### config.mk
export PLATFORM = sky130hd
export DESIGN_NAME = ugb_ram
export DESIGN_NICKNAME = d
export VERILOG_FILES = /design/src/ugb_ram.sv
export SDC_FILE = /design/constraint.sdc
export NUM_CORES = 1
export LEC_CHECK = 0
export BUFFER_PORTS_ARGS = -buffer_cell sky130_fd_sc_hd__clkbuf_2
export CAP_MARGIN = 20
export CORE_MARGIN = 4
export CORE_UTILIZATION = 45
export CTS_CLUSTER_DIAMETER = 40
export DETAILED_ROUTE_END_ITERATION = 10
export SLEW_MARGIN = 30
export SYNTH_ARGS = -nofsm -noshare
export SYNTH_HDL_FRONTEND = slang
export SYNTH_SLANG_ARGS = --single-unit
export TNS_END_PERCENT = 10
### constraint.sdc
create_clock -name clk -period 4.7 [get_ports clk]
set_input_delay 0.47 -clock clk [delete_from_list [all_inputs] [get_ports clk]]
set_output_delay 0.47 -clock clk [all_outputs]
set_load 0.05 [all_outputs]
### src/ugb_ram.sv
`timescale 1ns / 1ps
// ----------------------------------------------------------------------------
// ugb_ram
// Generic single-write, single-read RAM with a registered read port.
// ----------------------------------------------------------------------------
module ugb_ram #(
  parameter int WIDTH = 8,
  parameter int DEPTH = 16
) (
  input  logic                     clk,
  input  logic                     we,
  input  logic [$clog2(DEPTH)-1:0] waddr,
  input  logic [WIDTH-1:0]         wdata,
  input  logic [$clog2(DEPTH)-1:0] raddr,
  output logic [WIDTH-1:0]         rdata
);

  logic [WIDTH-1:0] mem [DEPTH];

  always_ff @(posedge clk) begin
    if (we) begin
      mem[waddr] <= wdata;
    end
    rdata <= mem[raddr];
  end

endmodule
==> results by group, run 1 <==
Cells and area
  – Filler cells: roughly 850
  – Inserted Diodes: 0
  – Area Overhead vs Synth: 17.7%
  – Fin nets: around 290
  – Area used by multi-input combinational logic: 0.00106 mm^2
  – Post-Layout Cell Count: 421
  – Share of cells above drive strength 1: between 20% and 30%
  – Storage cell area: about 0.004 mm^2

Placement
  – Place WS: about 2.4 ns
  – Placed cell count: between 300 and 400
  – PortBufs: 25
  – Hpwl dp: about 5.8 mm
  – RePlAce Congestion: about 0.70

Clocking
  – Root buf cell: clkbuf_16
  – PostCTS Resize Cnt: 0
  – CTS tree: done
  – Worst-Skew Late Latency: slightly above 0.4 ns
  – Worst-path clk slew: approximately 0.06 ns
  – Num CTS Buffers: 17
  – Post-cts hold buffer count: 0
  – Post-CTS Setup Repair Bufs: 0
  – Clock Sinks: about 140
  – CTS H-tree depth: 4
  – Max Root-Sink Buffers: 2

Pwr
  – P per Cell Area: around 490 mW/mm^2
  – Clock Power Share: 48.7%
  – Sequential power share: 46.4%
  – Combinational power share: under 10%
  – Peak supply drop: about 0.00020 V
  – P_leak: 2.04 nW
  – Total internal power: between 0.002 and 0.0025 W
  – Switching Share: roughly a fifth
  – Switching pwr: around 0.00059 W

Detailed routing
  – DRT Wirelength: ~9.7 mm
  – Routed WL per cell: ~23 um
  – DRT Pass-1 Iters: 4
  – Drc violations: 0
  – Vias per cell: ~5.5
  – ANT nets after route: 0
  – 1st-iter DRT viols: about 170
  – DR vias: 2324

Synthesis
  – Number of synthesized flops with an enable pin: 128
  – Primary FF master, synth: edfxtp_1
  – Flops & latches, synth: approximately 140
  – Top post-synthesis cells by area: edfxtp_1, mux4_2, mux4_1, dfxtp_1, a22oi_1
  – Sequential fraction of the synthesis area: between 70% and 80%
  – Synth Cell Area: about 0.0051 mm^2
  – Synth cell types: 19
  – Post-synth top area cell: edfxtp_1
  – Synth warn: 0
  – Syn nets: around 250
  – Area share of the largest cell type after synthesis: 74.7%
  – Syn_area_per_cell: approximately 22 um^2
  – FFs w/ async S/R, synth: 0%
  – Cells after synthesis: between 200 and 250

STA
  – RSZ-0062 raised after global routing: no
  – Fin crit share: 38.0%
  – Final Max Slew Viols: 0
  – Slew @ Worst Pin: approximately 0.91 ns
  – Final setup fails: 0
  – FMAX: 559 MHz
  – Hold Vio Cnt, Final: 0
  – Max_slew headroom: 39.2%
  – Min cycle time layout: about 1.8 ns
  – Worst Skew: 0.00670 ns
  – Setup ws final: about 2.9 ns
  – Final TNS setup: 0 ns

Global routing
  – Initial antenna violation count: 0
  – Vias in the first global route: 2410
  – GRT Util Overall: 16.4%
  – Total grt overflow: 0
  – Largest net degree at the start of global routing: 33
  – First-pass GRT wire length: ~15 mm

Setup path
  – Crit-path max FO: 31
  – FF-to-FF Start: mem[5][2]
  – Required time worst endpoint: ~5 ns
  – Setup crit start kind: primary input
  – Worst path arrival time: approximately 2.1 ns
  – Worst setup EP type: flop
  – R2R Setup Slk: between 3 and 4 ns
  – Worst R2R End: rdata[2]
  – Crit Path Category: in -> reg
  – Worst reg2reg path depth: 3

Die
  – Die area: approximately 0.013 mm^2
  – Cell Rows: 38
  – CORE AREA: 0.0110 mm^2
  – DIE HEIGHT: between 100 and 150 um
  – Die extent in x: 115 um
  – Initial Util: roughly 47%
  – Ports: 26

Flow run
  – Max-cap violations: 0

Run status
  – Run status: completed

Hold path
  – Hold Crit Class: in -> reg
  – Hold endpoint: mem[10][0]
  – Worst min-delay path startpoint: wdata[0]
  – Worst Hold Depth: 1
through the flow:
step | area (um^2) | utilization [%] | power, W | hold slack [ns]
2_1_floorplan | 5150 | - | 0.00148 | 0.569
3_3_place_gp | 5400 | 48.9 | 0.00154 | 0.655
3_5_place_dp | 5400 | 48.9 | 0.00154 | 0.661
4_1_cts | 6050 | 54.9 | 0.00296 | 0.466
5_1_grt | 6060 | 54.9 | 0.00304 | 0.495
6_report | 6060 | 54.9 | 0.00294 | 0.466
cell usage after synthesis, types with 2 or more instances:
library cell / number
mux4_1: 14
nor2_1: 13
edfxtp_1: 128
nor3_1: 4
nand2_1: 9
nand2b_1: 2
a22oi_1: 16
mux4_2: 18
clkdlybuf4s25_2: 3
dfxtp_1: 8
buf_6: 3
buf_2: 3
nand3b_1: 2
state kept, by name, summed over array words and instances, names as in the netlist:
signal  cells
mem       128
rdata       8
how the worst max path moves through the flow:
stage | startpoint | to | slack, ns | cells past startpoint
2_1_floorplan | waddr[2] | mem[0][0] | 2.74 | 2
3_3_place_gp | raddr[0] | rdata[3] | 2.44 | 5
3_5_place_dp | raddr[0] | rdata[0] | 2.42 | 5
4_1_cts | raddr[0] | rdata[0] | 2.86 | 5
5_1_grt | raddr[0] | rdata[0] | 2.79 | 5
6_report | raddr[0] | rdata[0] | 2.91 | 5
area by class of cell:
type                            instances  area share [%]
Clock inverter                         15            3.76
Sequential cell                       136            66.1
Clock buffer                           17            7.02
Multi-Input combinational cell         83            17.6
Tap cell                              140            2.89
Timing Repair Buffer                   30            2.68
cells in the final DEF (no fill, tap or decap):
cell type / n
clkinvlp_4: 2
clkinv_4: 6
clkbuf_2: 25
a22oi_1: 16
bufinv_16: 5
nor2b_1: 1
nand3_1: 1
nor3_1: 4
edfxtp_1: 128
dfxtp_1: 8
nor2_1: 10
clkbuf_16: 17
or3b_2: 1
buf_4: 5
nand3b_1: 2
and2_1: 1
mux4_1: 14
nand2_1: 9
and2b_1: 1
mux4_2: 18
nand2b_1: 2
clkinv_2: 2
nor2_2: 3
per-layer routing:
layer / wire length (um) / global-route usage [%] / vias to the layer above / share of wire [%]
li1: - / - / 1056 / -
met1: 4210 / 23.1 / 1193 / 44
met5: 0 / 0 / - / 0
met3: 566 / 5.05 / 10 / 5.9
met4: 144 / 6.34 / 0 / 1.5
met2: 4750 / 24.4 / 65 / 49
worst max-delay path, cell delays in order:
cell and delay (ns):
clkbuf_2 0.09, buf_4 0.49, mux4_1 0.62, a22oi_1 0.26, nand2_1 0.12
cell families after synthesis:
group                  count (synthesis)  share of synthesized area [%]
AOI/OAI and AO/OA                     16                           2.33
and+or+nand+nor                       35                           3.18
DFF                                  136                           77.8
muxes                                 32                           15.0
buffers and inverters                 10                           1.68
power groups by stage:
stage	registers (W)	clock network (W)	logic (W)
floorplan	0.00142	0	0.0000688
global placement	0.00139	0	0.000146
detailed placement	0.00139	0	0.000148
CTS	0.00136	0.00145	0.000149
global route	0.00137	0.00151	0.000158
finish	0.00136	0.00143	0.000145
(Power assumes the default switching activity.)
==> inputs of run 2 (changes only) <==
--- a/config.mk
+++ b/config.mk
@@ -5,6 +5,7 @@
 export SDC_FILE = /design/constraint.sdc
 export NUM_CORES = 1
 export LEC_CHECK = 0
+export ABC_AREA = 1
 export BUFFER_PORTS_ARGS = -buffer_cell sky130_fd_sc_hd__clkbuf_2
 export CAP_MARGIN = 20
 export CORE_MARGIN = 4
==> constraint.sdc (replaced) <==
create_clock -name clk -period 1.55 [get_ports clk]
set_input_delay 0.155 -clock clk [delete_from_list [all_inputs] [get_ports clk]]
set_output_delay 0.155 -clock clk [all_outputs]
set_load 0.05 [all_outputs]
==> run 2 against run 1 <==
Global-route usage is 2.8 points higher. Critical path depth is 4 lower. Sequential cell count stayed put. Largest cell class unchanged. Count of clock-buffer cells in the layout is 5 higher.
==> results by group, run 2 <==
Run status
  – Run status: completed

Die
  – Ports: 26
  – Die area: 0.0147 mm^2
  – Initial Util: between 40% and 50%
  – CORE AREA: around 0.013 mm^2
  – DIE HEIGHT: between 100 and 150 um
  – Cell Rows: roughly 40
  – Die extent in x: 121 um

Synthesis
  – Post-synth top area cell: edfxtp_1
  – Top-count cell post-synth: nand2_1
  – Area share of the largest cell type after synthesis: 66.7%
  – Largest family of logic cells by synthesized area: simple AND/OR/NAND/NOR gates
  – Xor and xnor area share after synthesis: 0%
  – Sequential fraction of the synthesis area: between 60% and 70%
  – Primary FF master, synth: edfxtp_1
  – Synth cell types: 12
  – Most frequent cells after synthesis: nand2_1, edfxtp_1, inv_1, nand3_1, nor2_1
  – Compound-Gate Fraction of Synth Area: 0%
  – Synth warn: 0
  – Syn_area_per_cell: 10.5 um^2
  – Number of synthesized flops with an enable pin: 128
  – Cells after synthesis: about 550
  – Syn nets: 569
  – Post-synthesis mux area share: 0%
  – Simple-Gate Fraction of Synth Area: a little over a fifth
  – Synth Cell Area: between 0.005 and 0.006 mm^2
  – Flops & latches, synth: around 140
  – Top post-synthesis cells by area: edfxtp_1, nand2_1, nand3_1, inv_1, dfxtp_1
  – Adder-cell share of the synthesized area: 0%
  – FFs w/ async S/R, synth: 0%

Placement
  – RePlAce Congestion: roughly 0.81
  – Place WS: approximately 0.31 ns
  – Hpwl dp: between 8 and 9 mm
  – PortBufs: 25

Cells and area
  – Most frequent cells in the layout: nand2_1, edfxtp_1, inv_1
  – Largest reg by FF count: mem
  – Inserted Diodes: 0
  – Area Overhead vs Synth: 16.6%
  – Share of cells above drive strength 1: between 10% and 20%
  – Fin nets: 614
  – Largest regs: mem (128), rdata (8)
  – Filler cells: roughly 1100
  – Most common cell after layout, fill and taps aside: nand2_1
  – Max reg flops: between 100 and 150

Setup path
  – R2R Setup Slk: between 0.5 and 0.6 ns
  – Crit Path Category: reg -> out
  – Crit-path max FO: 1
  – Buf/Inv on CP: 1
  – Critical path cell sequence: clkbuf_2
  – Setup crit start kind: flop
  – Required time worst endpoint: about 1.4 ns
  – Critical path's slowest cell: dfxtp_1
  – Critical Path Max Stage Delay: 0.36 ns
  – Crit path max-delay family: flip-flops
  – Worst path arrival time: 1.09 ns
  – Worst setup EP type: primary output

Global routing
  – GRT Util Overall: 19.3%
  – Total grt overflow: 0
  – First-pass GRT wire length: around 21 mm
  – Largest net degree at the start of global routing: 65
  – Initial antenna violation count: 0
  – Vias in the first global route: 3794

Clocking
  – CTS tree: done
  – Worst-path clk slew: around 0.060 ns
  – Post-cts hold buffer count: 0
  – CTS H-tree depth: 4
  – Num CTS Buffers: 17
  – Root buf cell: clkbuf_16
  – Clock Sinks: roughly 140
  – PostCTS Resize Cnt: 0
  – Post-CTS Setup Repair Bufs: 0
  – Worst-Skew Late Latency: around 0.42 ns
  – Max Root-Sink Buffers: 2

STA
  – Final setup fails: 0
  – Fin crit share: about 80%
  – FMAX: 806 MHz
  – Min cycle time layout: ~1.2 ns
  – Hold Vio Cnt, Final: 0
  – RSZ-0062 raised after global routing: no
  – Final Max Slew Viols: 0
  – Worst Skew: 0.00711 ns
  – Setup ws final: between 0.3 and 0.4 ns
  – Slew @ Worst Pin: 0.423 ns
  – Max_slew headroom: about 70%
  – Final TNS setup: 0 ns

Pwr
  – Switching Share: between 20 and 25%
  – Combinational power share: ~6.8%
  – Clock Power Share: approximately 45%
  – P per Cell Area: around 1300 mW/mm^2
  – Peak supply drop: about 0.00060 V
  – P_leak: just under 3 nW
  – Sequential power share: 48.4%
  – Total internal power: ~0.0067 W
  – Switching pwr: 0.00189 W

Detailed routing
  – Routed WL per cell: ~17 um
  – 1st-iter DRT viols: ~370
  – Vias per cell: approximately 5
  – DR vias: between 3000 and 4000
  – ANT nets after route: 0
  – Drc violations: 0
  – DRT Wirelength: about 13 mm
  – DRT Pass-1 Iters: 4

Hold path
  – Hold Crit Class: in -> reg

Flow run
  – Max-cap violations: 0
## run 2: cell count changes after synthesis, moves of 4 or more
cell and delta:
a22oi_1 -16, buf_2 +10, inv_1 +100, mux4_1 -14, mux4_2 -18, nand2_1 +164, nand3_1 +96, nor2_1 +4
nor3_1 -4
## run 2: power groups by stage
stage          Clock [W]  Sequential (W)  Combinational, W
6_report         0.00383         0.00414          0.000580
3_3_place_gp           0         0.00421          0.000572
2_1_floorplan          0         0.00429          0.000290
3_5_place_dp           0         0.00421          0.000583
5_1_grt          0.00404         0.00414          0.000644
4_1_cts          0.00385         0.00414          0.000587
## run 2: cells by family (layout without fill, tap and decap cells)
group | after synthesis | after routing
buffers and inverters | 126 | 184
flip-flops | 136 | 136
AND/OR/NAND/NOR | 289 | 289
## run 2: layout make-up
cell class	count	area (um^2)	area share, %
well taps	172	215	3.20
multi-input cells	289	1210	18.1
clock buffers	22	454	6.76
inverters	102	383	5.70
clock inverters	10	103	1.53
repair buffers	50	350	5.21
flip-flops and latches	136	4000	59.6
## run 2: worst paths after layout
check,start,end,cells after the start
max reg2reg,mem[0][7],rdata[7],6
max,rdata[4],rdata[4],1
min reg2reg,mem[10][7],rdata[7],6
min,raddr[3],rdata[7],3
## run 2: metrics by stage
step                      total power (W)  hold WS (ns)  instance area (um^2)  instances  util [%]
after global placement            0.00479         0.561                  6170        749      49.1
after global routing              0.00883         0.157                  6720        781      53.5
final                             0.00854         0.139                  6720        781      53.5
after floorplan                   0.00458         0.254                  5770        551         -
after CTS                         0.00858         0.131                  6720        781      53.5
after detailed placement          0.00480         0.564                  6170        749      49.1
## run 2: layer usage
| layer | share of wire (%) | GRT usage, % | wire length [um] | vias up |
|---|---|---|---|---|
| met5 | 0 | 0 | 0 | - |
| met4 | 2.4 | 7.42 | 310 | 0 |
| met3 | 3.5 | 4.20 | 449 | 24 |
| met2 | 48 | 30.6 | 6290 | 107 |
| met1 | 46 | 26.1 | 5960 | 1797 |
| li1 | - | - | - | 1870 |
==> inputs of run 3 (changes only) <==
==> constraint.sdc (replaced) <==
create_clock -name clk -period 1.3 [get_ports clk]
set_input_delay 0.13 -clock clk [delete_from_list [all_inputs] [get_ports clk]]
set_output_delay 0.13 -clock clk [all_outputs]
set_load 0.05 [all_outputs]
==> run 3 against run 2 <==
Count of clock-buffer cells in the layout down 2. Sequential cell count unchanged. Die area unchanged.
==> results by group, run 3 (synthesis results as in run 2) <==
Global routing
  – Total grt overflow: 0
  – Initial antenna violation count: 0
  – GRT Util Overall: between 10% and 20%
  – GR Util met1: 24.3%
  – Largest net degree at the start of global routing: between 60 and 70
  – Vias in the first global route: between 3000 and 4000
  – GR peak layer: met2
  – Routing usage on met3: under 10%
  – First-pass GRT wire length: 20.1 mm
  – Grt met2 use: between 30% and 40%

Clocking
  – Max Root-Sink Buffers: 2
  – CTS tree: done
  – Worst-path clk slew: ~0.050 ns
  – Num CTS Buffers: 17
  – Root buf cell: clkbuf_16
  – Post-cts hold buffer count: 0
  – CTS H-tree depth: 4
  – PostCTS Resize Cnt: 0
  – Worst-Skew Late Latency: around 0.4 ns
  – Post-CTS Setup Repair Bufs: 0
  – Clock Sinks: about 140

Pwr
  – Total internal power: roughly 0.0081 W
  – Peak supply drop: approximately 0.00082 V
  – Clock Power Share: between 40% and 50%
  – P_leak: between 2 and 3 nW
  – Combinational power share: approximately 6.8%
  – Switching Share: around 21%
  – P per Cell Area: ~1500 mW/mm^2
  – Switching pwr: around 0.0022 W
  – Sequential power share: a little under half

Cells and area
  – Fin nets: between 600 and 700
  – Filler cells: 1103
  – Inserted Diodes: 0
  – Largest reg by FF count: mem
  – Largest regs: mem (128), rdata (8)
  – Area Overhead vs Synth: 17.5%
  – Final core utilization: 53.9%
  – Most frequent cells in the layout: nand2_1, edfxtp_1, inv_1
  – Most common cell after layout, fill and taps aside: nand2_1
  – Post-Layout Inst Area: 0.00678 mm^2
  – Share of cells above drive strength 1: 13.2%
  – Max reg flops: 128

Detailed routing
  – ANT nets after route: 0
  – DR vias: roughly 3800
  – DRT Wirelength: approximately 13 mm
  – Vias per cell: between 4 and 5
  – 1st-iter DRT viols: approximately 270
  – Drc violations: 0
  – Routed WL per cell: about 16 um
  – DRT Pass-1 Iters: 5

Setup path
  – R2R Setup Slk: 0.29 ns
  – Critical path's slowest cell: dfxtp_1
  – Crit path max-delay family: flip-flops
  – Required time worst endpoint: around 1.2 ns
  – Buf/Inv on CP: 1
  – Worst path arrival time: 1.09 ns
  – Crit-path max FO: 1
  – Worst Setup SP: rdata[2]
  – Critical path cell sequence: clkbuf_2
  – Crit Path Category: reg -> out
  – FF-to-FF Start: mem[1][5]
  – Worst R2R End: rdata[5]
  – Worst reg2reg path depth: 6
  – Setup crit start kind: flop
  – Worst setup EP type: primary output
  – Critical Path Max Stage Delay: approximately 0.38 ns

STA
  – Slew @ Worst Pin: 0.357 ns
  – Min cycle time layout: about 1.2 ns
  – Final Max Slew Viols: 0
  – RSZ-0062 raised after global routing: no
  – Final setup fails: 0
  – Final TNS setup: 0 ns
  – FMAX: around 820 MHz
  – Worst Skew: 0.00837 ns
  – Fin crit share: a little over nine tenths
  – Hold Vio Cnt, Final: 0
  – Max_slew headroom: approximately three quarters

Flow run
  – Max-cap violations: 0

Die
  – Cell Rows: 41
  – Die area: roughly 0.015 mm^2
  – DIE HEIGHT: between 100 and 150 um
  – Initial Util: 45.9%
  – CORE AREA: roughly 0.013 mm^2
  – Ports: 26
  – Die extent in x: roughly 120 um

Placement
  – RePlAce Congestion: between 0.7 and 0.8
  – Hpwl dp: a little over 8 mm
  – Placed cell area: between 0.006 and 0.007 mm^2
  – PortBufs: 25

Hold path
  – Worst min-delay path startpoint: raddr[3]
  – Hold Crit Class: in -> reg
  – Hold endpoint: rdata[1]
  – Worst Hold Depth: 4

Run status
  – Run status: completed
run 3: area by class of cell:
| cell class | count | area (um^2) | share of cell area (%) |
|---|---|---|---|
| Tap cell | 172 | 215 | 3.18 |
| Multi-Input combinational cell | 289 | 1210 | 17.9 |
| Sequential cell | 136 | 4000 | 59.1 |
| Clock inverter | 12 | 133 | 1.96 |
| Timing Repair Buffer | 54 | 393 | 5.80 |
| Inverter | 102 | 383 | 5.65 |
| Clock buffer | 20 | 437 | 6.44 |
run 3: stage by stage:
step / worst slack (ns) / total power (W) / instances / hold slack [ns]
after floorplan: 0.219 / 0.00546 / 551 / 0.229
after global placement: 0.0745 / 0.00572 / 753 / 0.557
after detailed placement: 0.0682 / 0.00573 / 753 / 0.563
after CTS: 0.0287 / 0.0104 / 785 / 0.123
after global routing: 0.0318 / 0.0107 / 785 / 0.156
final: 0.0791 / 0.0103 / 785 / 0.150
run 3: worst max path at each step:
stage,endpoint,slack [ns],depth (start not counted)
after floorplan,mem[10][0],0.22,2
after global placement,rdata[2],0.07,7
after detailed placement,rdata[2],0.07,8
after CTS,rdata[2],0.03,1
after global routing,rdata[2],0.03,1
final,rdata[2],0.08,1
run 3: metal layers:
layer | wire [um] | part of all wire, % | vias up
met5 | 0 | 0 | -
met4 | 179 | 1.4 | 0
met3 | 503 | 4.0 | 19
met2 | 6450 | 51 | 92
met1 | 5590 | 44 | 1833
li1 | - | - | 1870
run 3: power by group through the flow:
| stage | clock, W | combinational, W | sequential, W |
|---|---|---|---|
| global route | 0.00493 | 0.000776 | 0.00494 |
| finish | 0.00464 | 0.000700 | 0.00494 |
| floorplan | 0 | 0.000346 | 0.00512 |
| CTS | 0.00471 | 0.000710 | 0.00494 |
| detailed placement | 0 | 0.000707 | 0.00503 |
| global placement | 0 | 0.000694 | 0.00503 |
run 3: tightest hold or removal path: stages:
cell and delay [ns]:
clkbuf_2 0.09, buf_4 0.17, nand3_1 0.09, nand2_1 0.05
